==> config.mk <==
export PLATFORM = sky130hd
export DESIGN_NAME = erx_term_cell
export DESIGN_NICKNAME = d
export VERILOG_FILES = /design/src/rtl/erx_pkg.sv /design/src/rtl/erx_term_cell.sv
export SDC_FILE = /design/constraint.sdc
export NUM_CORES = 2
export LEC_CHECK = 0
export ABC_CLOCK_PERIOD_IN_PS = 3300
export BUFFER_PORTS_ARGS = -buffer_cell sky130_fd_sc_hd__buf_2
export CORE_AREA = 2 2 632 634
export CTS_BUF_LIST = sky130_fd_sc_hd__clkbuf_2
export DETAILED_ROUTE_END_ITERATION = 16
export DIE_AREA = 0 0 634 636
export GPL_TIMING_DRIVEN = 0
export PLACE_DENSITY_LB_ADDON = 0.25
export SYNTH_ARGS = -nofsm -noshare
export SYNTH_HDL_FRONTEND = slang
export SYNTH_SLANG_ARGS = --single-unit
==> constraint.sdc <==
create_clock -name clk -period 3.3 [get_ports clk]
set_input_delay 0.33 -clock clk [delete_from_list [all_inputs] [get_ports clk]]
set_output_delay 0.33 -clock clk [all_outputs]
set_load 0.05 [all_outputs]
==> src/rtl/erx_pkg.sv <==
// erx_pkg: shared types and constants for the exponential relaxation step core
// no dependencies; imported by the cell modules and the core, not by the interfaces
`default_nettype none

package erx_pkg;

    localparam int unsigned DATA_W   = 32;
    localparam int unsigned FRAC_W   = 16;
    localparam int unsigned N_TERMS  = 20;
    localparam int unsigned N_SQUARE = 6;
    localparam int unsigned QUO_W    = 34;

    localparam logic [31:0] ONE_Q31  = 32'h8000_0000;
    localparam logic [47:0] EXP_CAP  = 48'd50 << FRAC_W;
    localparam logic [47:0] HALF_Q   = 48'd1 << (FRAC_W - 1);
    localparam logic [63:0] RND_Q31  = 64'd1 << 30;

    // register index codes (paddr[2])
    localparam logic RATE_FLOOR_IDX = 1'b0;

    // per-request context handed from stage to stage
    typedef struct packed {
        logic [31:0] phi_raw;
        logic        pn;
        logic        an;
        logic [31:0] phi_m;
        logic [31:0] ab_m;
        logic [31:0] beta;
        logic        byp;
        logic [47:0] x;
        logic        k;
        logic [30:0] y;
        logic [31:0] term;
        logic [32:0] s;
        logic [32:0] q0;
        logic [62:0] prod;
        logic [31:0] e;
        logic [31:0] ome;
        logic [31:0] g;
        logic [47:0] g_rem;
        logic [33:0] g_quo;
        logic        g_ovf;
        logic [62:0] qe_rem;
        logic [33:0] qe_quo;
        logic        qe_ovf;
        logic [62:0] qa_rem;
        logic [33:0] qa_quo;
        logic        qa_ovf;
        logic [31:0] pe;
        logic [31:0] pg;
    } ctx_t;

endpackage

`default_nettype wire

==> src/rtl/erx_term_cell.sv <==
// erx_term_cell: one taylor series term of exp(-y), three register stages
// depends on erx_pkg
`default_nettype none

module erx_term_cell
    import erx_pkg::*;
#(
    parameter int unsigned N = 1
)
(
    input  logic clk,
    input  logic rst_n,
    input  logic advance,
    input  logic valid_in,
    input  ctx_t ctx_in,
    output logic valid_out,
    output ctx_t ctx_out
);

    localparam int unsigned RECIP_SH = 36;
    localparam logic [36:0] RECIP    = 37'((64'd1 << RECIP_SH) / N);

    logic va_reg, vb_reg, vc_reg;
    ctx_t ca_reg, cb_reg, cc_reg;
    ctx_t ca_next, cb_next, cc_next;
    logic [68:0] qm;
    logic [37:0] qn;
    logic [32:0] rem;
    logic [32:0] q;

    always_comb
    begin
        ca_next      = ctx_in;
        ca_next.prod = 63'(ctx_in.term) * 63'(ctx_in.y);
    end

    // truncated divide by n: reciprocal multiply, then one correction
    always_comb
    begin
        cb_next      = ca_reg;
        cb_next.term = ca_reg.prod[62:31];
        qm           = 69'(ca_reg.prod[62:31]) * 69'(RECIP);
        cb_next.q0   = qm[68:36];
    end

    always_comb
    begin
        cc_next = cb_reg;
        qn      = 38'(cb_reg.q0) * 38'(N);
        rem     = 33'(cb_reg.term) - qn[32:0];
        q       = (rem >= 33'(N)) ? cb_reg.q0 + 33'd1 : cb_reg.q0;
        cc_next.term = q[31:0];
        if ((N % 2) == 1)
        begin
            cc_next.s = (q > cb_reg.s) ? 33'd0 : cb_reg.s - q;
        end
        else
        begin
            cc_next.s = cb_reg.s + q;
        end
    end

    always_ff @(posedge clk or negedge rst_n)
    begin
        if (!rst_n)
        begin
            va_reg <= 1'b0;
            vb_reg <= 1'b0;
            vc_reg <= 1'b0;
        end
        else if (advance)
        begin
            va_reg <= valid_in;
            vb_reg <= va_reg;
            vc_reg <= vb_reg;
        end
    end

    always_ff @(posedge clk)
    begin
        if (advance)
        begin
            ca_reg <= ca_next;
            cb_reg <= cb_next;
            cc_reg <= cc_next;
        end
    end

    assign valid_out = vc_reg;
    assign ctx_out   = cc_reg;

endmodule

`default_nettype wire

# Word level (Yosys, flattened, before mapping)
# Cells that the tools add are included.
# word_totals
wordCells,91
output_inout_bits,812
register_bits,2337
# op_classes
order_cmp,2
mul,1
mux,1
n_addsub,3
# op_table
operator,count
multiplier 32 x 31 -> 63 bit,1
adder 32 x 1 -> 33 bit (second input constant),1
>= comparator 33 x 1 -> 1 bit (second input constant),1
greater-than comparator 33 bit,1
two-way mux 33 bit,1
subtractor 32 x 32 -> 33 bit,1
subtractor 33 bit,1

# Depth between registers and ports, before layout
# logic_depth
word_depth,4
ltp_mapped,29
ltp_nobuf,27

# Least setup slack after synthesis
# No wires, ideal clock.
# synth_path
kind,input port to flip-flop
start,in ctx_in[607] (netlist name)
end,reg ca_reg[500] (netlist name) (data pin)
setup_time_ns,0.260
arrival_ns,6.985
setup_slack_ns,-3.946
n_path_buf,2
path_stages,28
required_ns,3.040
cell_sequence,clkbuf_1 -> nand2_1 -> fa_1 -> inv_1 -> fa_1 -> inv_1 -> fa_1 -> inv_1 -> fa_1 -> inv_1 -> fa_1 -> inv_1 -> fa_1 -> inv_1 -> fa_1 -> fa_1 -> inv_1 -> ha_1 -> buf_4 -> a21oi_4 -> o21ai_1 -> or2_1 -> nor2_1 -> a31oi_4 -> o41ai_4 -> o21ai_2 -> a311oi_2 -> xnor2_1
# synth_rtl
item,line_no,source
"start, declared",erx_term_cell.sv:15,"input ctx_t ctx_in,"
"end signal, assigned",erx_term_cell.sv:83,ca_reg <= ca_next;
"end, declared",erx_term_cell.sv:24,"ctx_t ca_reg, cb_reg, cc_reg;"

==> flow_metrics.tcl <==
set metrics [dict create \
    initial_utilization_pct 25.7 \
    path_class "input port to flop" \
    synth_area_leader_cell "edfxtp_1" \
    dieArea_um2 403000 \
    r2r_slack_ps -180 \
    maxSlewViolCount 2 \
    grt.total_usage_pct 20.3 \
    avgSynthCellArea_um2 16.5 \
    drtIter0Drc 5331 \
    layout-area-overhead-vs-synth_pct 57.5 \
    ff2ff_path_depth 13 \
    fmax_ghz 0.164 \
    rows 232 \
    violations "hold timing, capacitance limit, slew limit, setup timing" \
    die_y_um 636 \
    crit_path_frequent_cell "fa_1" \
    crit_family "adder cells" \
    required_ps 4840 \
    synth_ff_type "edfxtp_1" \
    postSynthCellCount 6183 \
    setup_viol 170 \
    finalClockSkew_ps 231 \
    cts_made_buffers 605 \
    tritoncts "yes" \
    ant_nets 0 \
    synth-seq-area-share_pct 66.0 \
    ys_ff_latch 2241 \
    synth-edff-count 2238 \
    root_buffer "clkbuf_2" \
    die_width_um 634 \
    fillers 36419 \
    drc 0 \
    synth_top_cell_area_share_pct 65.9 \
    synth_most_common_cell "edfxtp_1" \
    drv_cap 1 \
    cts.sinks 2241 \
    end_kind "flop" \
    startpoint_type "input port" \
    critPathArrivalTime_ps 7640 \
    max_stage_delay_ps 580 \
    overflow 0 \
    utilization_pct 40.4 \
    finalCritPeriodShare_pct 185 \
    layout-drive-gt1-share_pct 28.5 \
    totalWireLength_um 421000 \
    holdCritPathClass "input port to flop" \
    hold_violations 1 \
    avgViaCountPerCell 4.24 \
    timing.hold.ws_ps -1050 \
    clkTransAtPathRegs_ps 90 \
    grt_pass1_wl_um 580000 \
    htreeDepth 6 \
    reg2reg_from "cb_reg[573]" \
    rsz0062_at_grt "true" \
    wire_per_inst_um 24.7 \
    path_depth 24 \
    yosysUniqueCellTypes 75 \
    synthTopCellsByArea "edfxtp_1 (66%), fa_1 (17%), ha_1 (3.5%)" \
    dp_hpwl_um 293000 \
    grt_max_degree 185 \
    core_area_um2 397000 \
    reg2reg_to "ctx_out[543]" \
    cp_num_buf_inv 6 \
    clkLatencyLatePin_ps 1950 \
    final_net_count 13263 \
    grt_pass1_vias 79678 \
    io_buffers 1529 \
    vias 72286 \
    num_io_pins 1627 \
    syn_area_um2 102000 \
    maxSlewHeadroom_pct -2.39 \
    post-route-min-period_ps 6100 \
    yosysWarnings 0 \
    layout_setup_ws_ps -2800 \
    cpMaxStageDelayCell "fa_1" \
    fin_tns_setup_ps -113310 \
    syn-num-nets 8153 \
    grt_antenna_before_repair 55 \
    tightestPinTransition_ps 1520 \
    crit_fanout 6 \
    synth_top_cells_by_count "edfxtp_1 (2238), inv_1 (868), fa_1 (867)" \
    async_reset_ff_share_pct 0.134 \
    dr.pass1.iters 5 \
    path_cells "buf_6, clkbuf_16, buf_8, and2_1, fa_1, inv_1, fa_1, fa_2, fa_1, inv_1, fa_1, fa_1, fa_1, fa_1, ha_2, a21oi_4, o21ai_2, or4_4, a211oi_4, buf_12, o31ai_4, a31oi_4, o21ai_2, xor2_2" \
    clockBufferDepth 4 \
    status "finished, violations left" \
    endpoint "ca_reg[483]" \
    crit_start "ctx_in[612]" \
    gp_congestion 0.940 \
]
per-stage QoR:
step,cells,worst slack [ps],cell area (µm²)
after floorplan,6183,-3790,103000
after global placement,12977,-35950,117000
after detailed placement,12994,-6490,118000
after CTS,16924,-2270,159000
after global routing,17000,-2550,160000
final,17033,-2800,161000
logic make-up (layout without fill, tap and decap cells):
kind of cell	Yosys count	after routing	synth area share, %
flip-flops	2241	2241	66.0
XOR/XNOR	83	83	0.713
buffers and inverters	1155	6693	4.51
adder cells (fa/ha/maj)	1155	1155	20.6
AO/OA/AOI/OAI	299	299	2.04
other	1	48	0.00368
multiplexers	5	5	0.0540
AND/OR/NAND/NOR	1244	1244	6.12
repair_timing:
action | CTS | global route
endpoints found under the setup margin | 675 | 363
gates cloned | 5 | 4
pin swaps | 136 | 127
buffers inserted | 193 | 60
hold buffers | 2703 | 19
resized for setup | 1930 | 210
endpoints found under the hold margin | 1866 | 19
layer usage:
layer / vias to the layer above / global-route usage (%) / share of wire (%) / wire length [µm]
met4: 16 / 13.8 / 7.8 / 32700
met3: 915 / 4.38 / 6.5 / 27500
met2: 3010 / 34.7 / 49 / 206000
li1: 31405 / - / - / -
met5: - / 0 / 0.023 / 95
met1: 36940 / 22.6 / 37 / 155000
how the worst min path moves through the flow:
stage	startpoint	to	slack, ps	cells past startpoint
2_1_floorplan	rst_n	va_reg	30	0
3_3_place_gp	rst_n	va_reg	130	1
3_5_place_dp	rst_n	va_reg	130	1
4_1_cts	ctx_in[604]	ca_reg[604]	-1700	1
5_1_grt	ctx_in[603]	ca_reg[603]	-1470	1
6_report	ctx_in[603]	ca_reg[603]	-1050	1
cells in the final DEF (no fill, tap or decap), drive strengths merged, types with 54 or more instances in the layout:
master / count
o21ai: 58
dlygate4sd3: 2706
nand2: 537
inv: 891
a21o: 54
clkbuf: 1044
clkinv: 148
buf: 1884
and2: 530
edfxtp: 2238
a21oi: 92
nor2: 74
ha: 288
fa: 867
cell type report:
class	instances	area [µm²]	share of cell area (%)
diodes	47	118	0.0733
plain buffers	277	3910	2.43
clock buffers	847	4240	2.64
clock inverters	188	1100	0.687
inverters	868	3260	2.03
multi-input cells	2787	32000	19.9
flip-flops and latches	2241	67300	41.9
well taps	5265	6590	4.10
repair buffers	4513	42100	26.2
Power is left out: the tool's default activity adds up to more than one toggle a clock period on the data nets, which glitch-free logic cannot reach.
