--- src/rtl/erx_pkg.sv ---
// erx_pkg: shared types and constants for the exponential relaxation step core
// no dependencies; imported by the cell modules and the core, not by the interfaces
`default_nettype none

package erx_pkg;

    localparam int unsigned DATA_W   = 32;
    localparam int unsigned FRAC_W   = 16;
    localparam int unsigned N_TERMS  = 20;
    localparam int unsigned N_SQUARE = 6;
    localparam int unsigned QUO_W    = 34;

    localparam logic [31:0] ONE_Q31  = 32'h8000_0000;
    localparam logic [47:0] EXP_CAP  = 48'd50 << FRAC_W;
    localparam logic [47:0] HALF_Q   = 48'd1 << (FRAC_W - 1);
    localparam logic [63:0] RND_Q31  = 64'd1 << 30;

    // register index codes (paddr[2])
    localparam logic RATE_FLOOR_IDX = 1'b0;

    // per-request context handed from stage to stage
    typedef struct packed {
        logic [31:0] phi_raw;
        logic        pn;
        logic        an;
        logic [31:0] phi_m;
        logic [31:0] ab_m;
        logic [31:0] beta;
        logic        byp;
        logic [47:0] x;
        logic        k;
        logic [30:0] y;
        logic [31:0] term;
        logic [32:0] s;
        logic [32:0] q0;
        logic [62:0] prod;
        logic [31:0] e;
        logic [31:0] ome;
        logic [31:0] g;
        logic [47:0] g_rem;
        logic [33:0] g_quo;
        logic        g_ovf;
        logic [62:0] qe_rem;
        logic [33:0] qe_quo;
        logic        qe_ovf;
        logic [62:0] qa_rem;
        logic [33:0] qa_quo;
        logic        qa_ovf;
        logic [31:0] pe;
        logic [31:0] pg;
    } ctx_t;

endpackage

`default_nettype wire

--- src/rtl/erx_sq_cell.sv ---
// erx_sq_cell: one rounded squaring step that undoes the argument scaling
// depends on erx_pkg
`default_nettype none

module erx_sq_cell
    import erx_pkg::*;
(
    input  logic clk,
    input  logic rst_n,
    input  logic advance,
    input  logic valid_in,
    input  ctx_t ctx_in,
    output logic valid_out,
    output ctx_t ctx_out
);

    logic        v_reg;
    ctx_t        c_reg;
    ctx_t        c_next;
    logic [63:0] sq;

    always_comb
    begin
        c_next = ctx_in;
        sq     = 64'(ctx_in.e) * 64'(ctx_in.e) + RND_Q31;
        if (ctx_in.k)
        begin
            c_next.e = sq[62:31];
        end
    end

    always_ff @(posedge clk or negedge rst_n)
    begin
        if (!rst_n)
        begin
            v_reg <= 1'b0;
        end
        else if (advance)
        begin
            v_reg <= valid_in;
        end
    end

    always_ff @(posedge clk)
    begin
        if (advance)
        begin
            c_reg <= c_next;
        end
    end

    assign valid_out = v_reg;
    assign ctx_out   = c_reg;

endmodule

`default_nettype wire

--- config.mk ---
export PLATFORM = sky130hd
export DESIGN_NAME = erx_sq_cell
export DESIGN_NICKNAME = d
export VERILOG_FILES = /design/src/rtl/erx_pkg.sv /design/src/rtl/erx_sq_cell.sv
export SDC_FILE = /design/constraint.sdc
export NUM_CORES = 2
export LEC_CHECK = 0
export BUFFER_PORTS_ARGS = -buffer_cell sky130_fd_sc_hd__buf_2
export CAP_MARGIN = 0
export CORE_AREA = 2 2 628 630
export CTS_BUF_LIST = sky130_fd_sc_hd__clkbuf_4
export CTS_CLUSTER_SIZE = 14
export DETAILED_ROUTE_END_ITERATION = 6
export DIE_AREA = 0 0 630 632
export PLACE_DENSITY = 0.32
export REMOVE_ABC_BUFFERS = 1
export SLEW_MARGIN = 20
export SYNTH_ARGS = -nofsm -noshare
export SYNTH_HDL_FRONTEND = slang
export SYNTH_SLANG_ARGS = --single-unit
--- constraint.sdc ---
create_clock -name clk -period 1 [get_ports clk]
set_clock_uncertainty 0.1 [all_clocks]
set_input_delay 0.2 -clock clk [delete_from_list [all_inputs] [get_ports clk]]
set_output_delay 0.2 -clock clk [all_outputs]
set_load 0.1 [all_outputs]
Yosys cells after proc, flatten, opt, wreduce, memory -nomap -nowiden
Cells that the tools add are included.

word-level totals
  memories kept = 0
  output and inout bits = 812
  latch bits = 0
  register bits = 812
  logic and storage cells = 32
  input bits = 815
  RAM bits = 0
  memory bits (read-only) = 0

cells by class
  add/sub/neg operators = 1
  equal/unequal tests = 0
  reductions and logical operators = 0
  $mul = 1
  order comparisons = 0
  divide/modulo/power cells = 0
  shift operators = 0
  bitwise gates (word level) = 0
  muxes and demuxes = 1

operators with widths
  cell                                             number
  adder 63 x 31 -> 63 bit (second input constant)  1
  multiplier 32 x 32 -> 63 bit                     1
  two-way mux 32 bit                               1

Logic depth before layout (Yosys ltp)
  word-level depth = 3
  depth in mapped cells = 29
  mapped depth without buffers = 26

Worst setup path before layout
Ideal clock, no wire load.

  path type = input-to-reg
  from = input port ctx_in[409] (netlist bit)
  to = register c_reg, in the netlist ctx_out[438] (data pin)
  stages on the path = 26
  data arrival time = 6.961 ns
  path slack = -6.316 ns
  library setup time = 0.255 ns
  data required time = 0.645 ns
  path buffers = 2
  path through = clkbuf_1 -> buf_1 -> nand2_1 -> fa_1 -> inv_1 -> fa_1 -> inv_1 -> fa_1 -> fa_1 -> inv_1 -> fa_1 -> inv_1 -> fa_1 -> inv_1 -> fa_1 -> fa_1 -> ha_1 -> nand2_1 -> nor4_2 -> and3_1 -> a32o_2 -> o221ai_2 -> a211oi_4 -> or3_1 -> a31o_1 -> and3_1

RTL lines
  element                 line               text
  start: declaration      erx_sq_cell.sv:12  input ctx_t ctx_in,
  end signal: assignment  erx_sq_cell.sv:48  c_reg <= c_next;
  end: declaration        erx_sq_cell.sv:18  ctx_t c_reg;

==> results.cfg <==
[outcome]
status = complete, but fails checks
violations = hold timing, setup timing

[power_and_ir_drop]
p_seq_share_pct = 9.6
intPower_mw = 252
clkPwrFrac_pct = 8.5
cellLeakagePower_nw = 53.9
pwr-share-comb_pct = 81.8
p_per_area_nw_per_um2 = 3990
p_sw_share_pct = 47.7
p_switching_mw = 230
power_mw = 482
ir_worst_vdd_mv = 8.93

[global_routing]
grt_pass1_wl_um = 680000
first_global_vias = 59353
grt.total_usage_pct = 27.1
grt_max_degree = 34
grt_overflow = 0
grt_antenna_before_repair = 237

[timing]
relSlewSlack_pct = 29.1
timing.fmax_ghz = 0.156
finalCriticalPeriod_ns = 6.42
hold_viol = 4
fin_tns_setup_ns = -1291.92
finalSetupViolations = 1288
worst_pin_slew_ns = 1.06
fin_crit_sh_pct = 642
maxSlewViolCount = 0
rsz0062_at_grt = yes
hold_slack_ns = -0.0101
layout_setup_ws_ns = -5.42

[logic_synthesis]
synth_top_area_share_pct = 45.0
synth_area_um2 = 54100
synth-seq-area-share_pct = 45.1
synth_cells = 4001
ys_types = 70
synthTopCellsByArea = edfxtp_1 45%, fa_1 30%, inv_1 6.8%
synth_edf_count = 811
postSynthAreaPerCell_um2 = 13.5
synth-seq-cells = 812
yosys.area.top_type = edfxtp_1
async_flop_share_pct = 0.123
yosys_warnings = 0
ys.flop_type = edfxtp_1

[drt]
drcViolationCount = 0
first_pass_iters = 7
drtIter0Drc = 3616
wl_per_cell_um = 38.0
vias = 54452
viasPerCell = 3.74
wl_um = 553000
ant_nets = 0

[setup_path]
max_stage_delay_ns = 0.56
path_buf_inv = 8
cp.required_ns = 1.96
slowest_stage = fa_2
reg2reg_from = valid_out$_DFFE_PN0P_
worst-setup-path-type = primary input to flop
setup.worst_path.start = ctx_in[420]
cp_max_fo = 6
crit_path_frequent_cell = fa_1
start_kind = primary input
cp-end-kind = flop
critPathTopFamily = adder cells
arrival_ns = 7.39

[place]
place.gp.congestion = 1.05
dp_cells = 11777
post-place-ws_ns = -7.55
dp_hpwl_um = 484000
port_buffers = 1626

[final_layout]
area_delta_synth_final_pct = 123
n_fill_cell = 40160
num-nets-final = 10943
final_core_util_pct = 30.8
drive_above_1_share_pct = 39.0
layout.cells.non_filler = 14543

[min_path]
min_from = advance
hold_class = primary input to flop

[cts]
clockBufferDepth = 4
clk_latency_ns = 1.26
cts_tree = yes
clk_pin_slew_ns = 0.07
htree_num_levels = 5
clockRootBuffer = clkbuf_4
cts_made_buffers = 288
cts.sinks = 812

[floorplan]
start_util_pct = 13.8
ioPinCount = 1627
die_h_um = 632
core-area_um2 = 391000
die_w_um = 630
fp-row-count = 230
die_area_um2 = 398000

[run]
cap_violations = 0
## power by group through the flow
stage / clock (mW) / combinational, mW / sequential [mW]
after floorplan: 0 / 135 / 67.5
after global placement: 0 / 293 / 46.9
after detailed placement: 0 / 293 / 46.6
after CTS: 43.3 / 378 / 46.3
after global routing: 44.5 / 407 / 46.4
final: 41.2 / 394 / 46.3
## cell usage after synthesis (all sizes together), types with 3 or more instances
library cell and n:
o211ai 7, ha 294, mux2 15, xnor2 35
nand4 15, nor4 5, and3 13, nand3 15
o221ai 5, clkbuf 113, and2 224, a31o 6
edfxtp 811, or2 3, mux2i 6, buf 4
nand2b 4, a41oi 3, a311o 4, nor2b 8
fa 810, o21ba 3, a211o 3, xor2 19
nor3 13, inv 987, o2111ai 7, clkinv 5
a21oi 60, o31ai 4, a211oi 4, o21ai 23
or3 4, o21bai 12, nor2 84, nand2 277
a21o 53, o21a 5, a31oi 13
## layout by cell type, fill, tap and decap left out, drive strengths merged, types with 5 or more instances in the layout
| master | Yosys | final |
|---|---|---|
| nor2b | 8 | 8 |
| a21o | 53 | 53 |
| mux2 | 15 | 15 |
| clkbuf | 113 | 413 |
| o211ai | 7 | 7 |
| a31oi | 13 | 13 |
| and3 | 13 | 13 |
| dlygate4sd3 | 0 | 2097 |
| bufinv | 0 | 7 |
| clkinvlp | 0 | 9 |
| edfxtp | 811 | 811 |
| o21bai | 12 | 12 |
| nand4 | 15 | 15 |
| o221ai | 5 | 5 |
| o21ai | 23 | 23 |
| o21a | 5 | 5 |
| nor4 | 5 | 5 |
| xor2 | 19 | 19 |
| xnor2 | 35 | 35 |
| clkinv | 5 | 76 |
| and2 | 224 | 224 |
| buf | 4 | 2748 |
| a21oi | 60 | 60 |
| diode | 0 | 87 |
| ha | 294 | 294 |
| nor3 | 13 | 13 |
| nand2 | 277 | 277 |
| nand3 | 15 | 15 |
| a31o | 6 | 6 |
| inv | 987 | 991 |
| fa | 810 | 810 |
| mux2i | 6 | 6 |
| o2111ai | 7 | 7 |
| nor2 | 84 | 84 |
## cell type report
class	instances	area [um^2]	area share (%)
Clock inverter	91	579	0.480
Multi-Input combinational cell	2080	27300	22.6
Clock buffer	411	3090	2.56
Timing Repair Buffer	4850	54900	45.4
Sequential cell	812	24400	20.2
Tap cell	5220	6530	5.41
Inverter	992	3750	3.11
Antenna cell	87	218	0.180
## tightest hold or removal path: stages
cell and delay [ns]:
dlygate4sd3_1 0.62, buf_8 0.20, buf_12 0.19
## flip-flops by register name, summed over array words and instances (netlist names)
| signal | count |
|---|---|
| valid_out | 1 |
| ctx_out | 811 |
## per-layer routing
metal	share of wire, %	GRT usage [%]
met5	0.061	0
met4	4.7	10.1
met3	7.7	7.95
met2	48	46.3
met1	39	32.0
## cells by family after synthesis
group | after synthesis | share of synthesized area (%)
buffers and inverters | 1109 | 7.70
adder cells (fa/ha/maj) | 1104 | 36.8
flip-flops | 812 | 45.1
AND/OR/NAND/NOR | 669 | 6.05
AO/OA/AOI/OAI | 232 | 3.05
XOR/XNOR | 54 | 0.875
multiplexers | 21 | 0.424
## metrics by stage
step                      cell area [um^2]  hold slack, ns
after floorplan                      53600          -0.196
after global placement               92400          -0.107
after detailed placement             92400          -0.110
after CTS                           120000          -0.284
after global routing                121000          -0.152
final                               121000         -0.0101
## timing repair
action / CTS / global route
setup buffers: 68 / 26
pin swaps: 193 / 177
endpoints found under the setup margin: 844 / 950
hold buffers: 2092 / 6
gates cloned: 6 / 1
gates resized for setup: 491 / 175
endpoints found under the hold margin: 1624 / 49
## worst paths after layout
path                            slack [ns]                     end  depth (start not counted)
worst max-delay path                 -5.42  ctx_out[438]$_DFFE_PP_                         27
worst min-delay path                 -0.01   ctx_out[32]$_DFFE_PP_                          3
worst max register to register        0.12   valid_out$_DFFE_PN0P_                          1
worst min register to register        0.48   valid_out$_DFFE_PN0P_                          1
max in group asynchronous             0.45   valid_out$_DFFE_PN0P_                          4
min in group asynchronous             0.25   valid_out$_DFFE_PN0P_                          4
(Power assumes the default switching activity.)
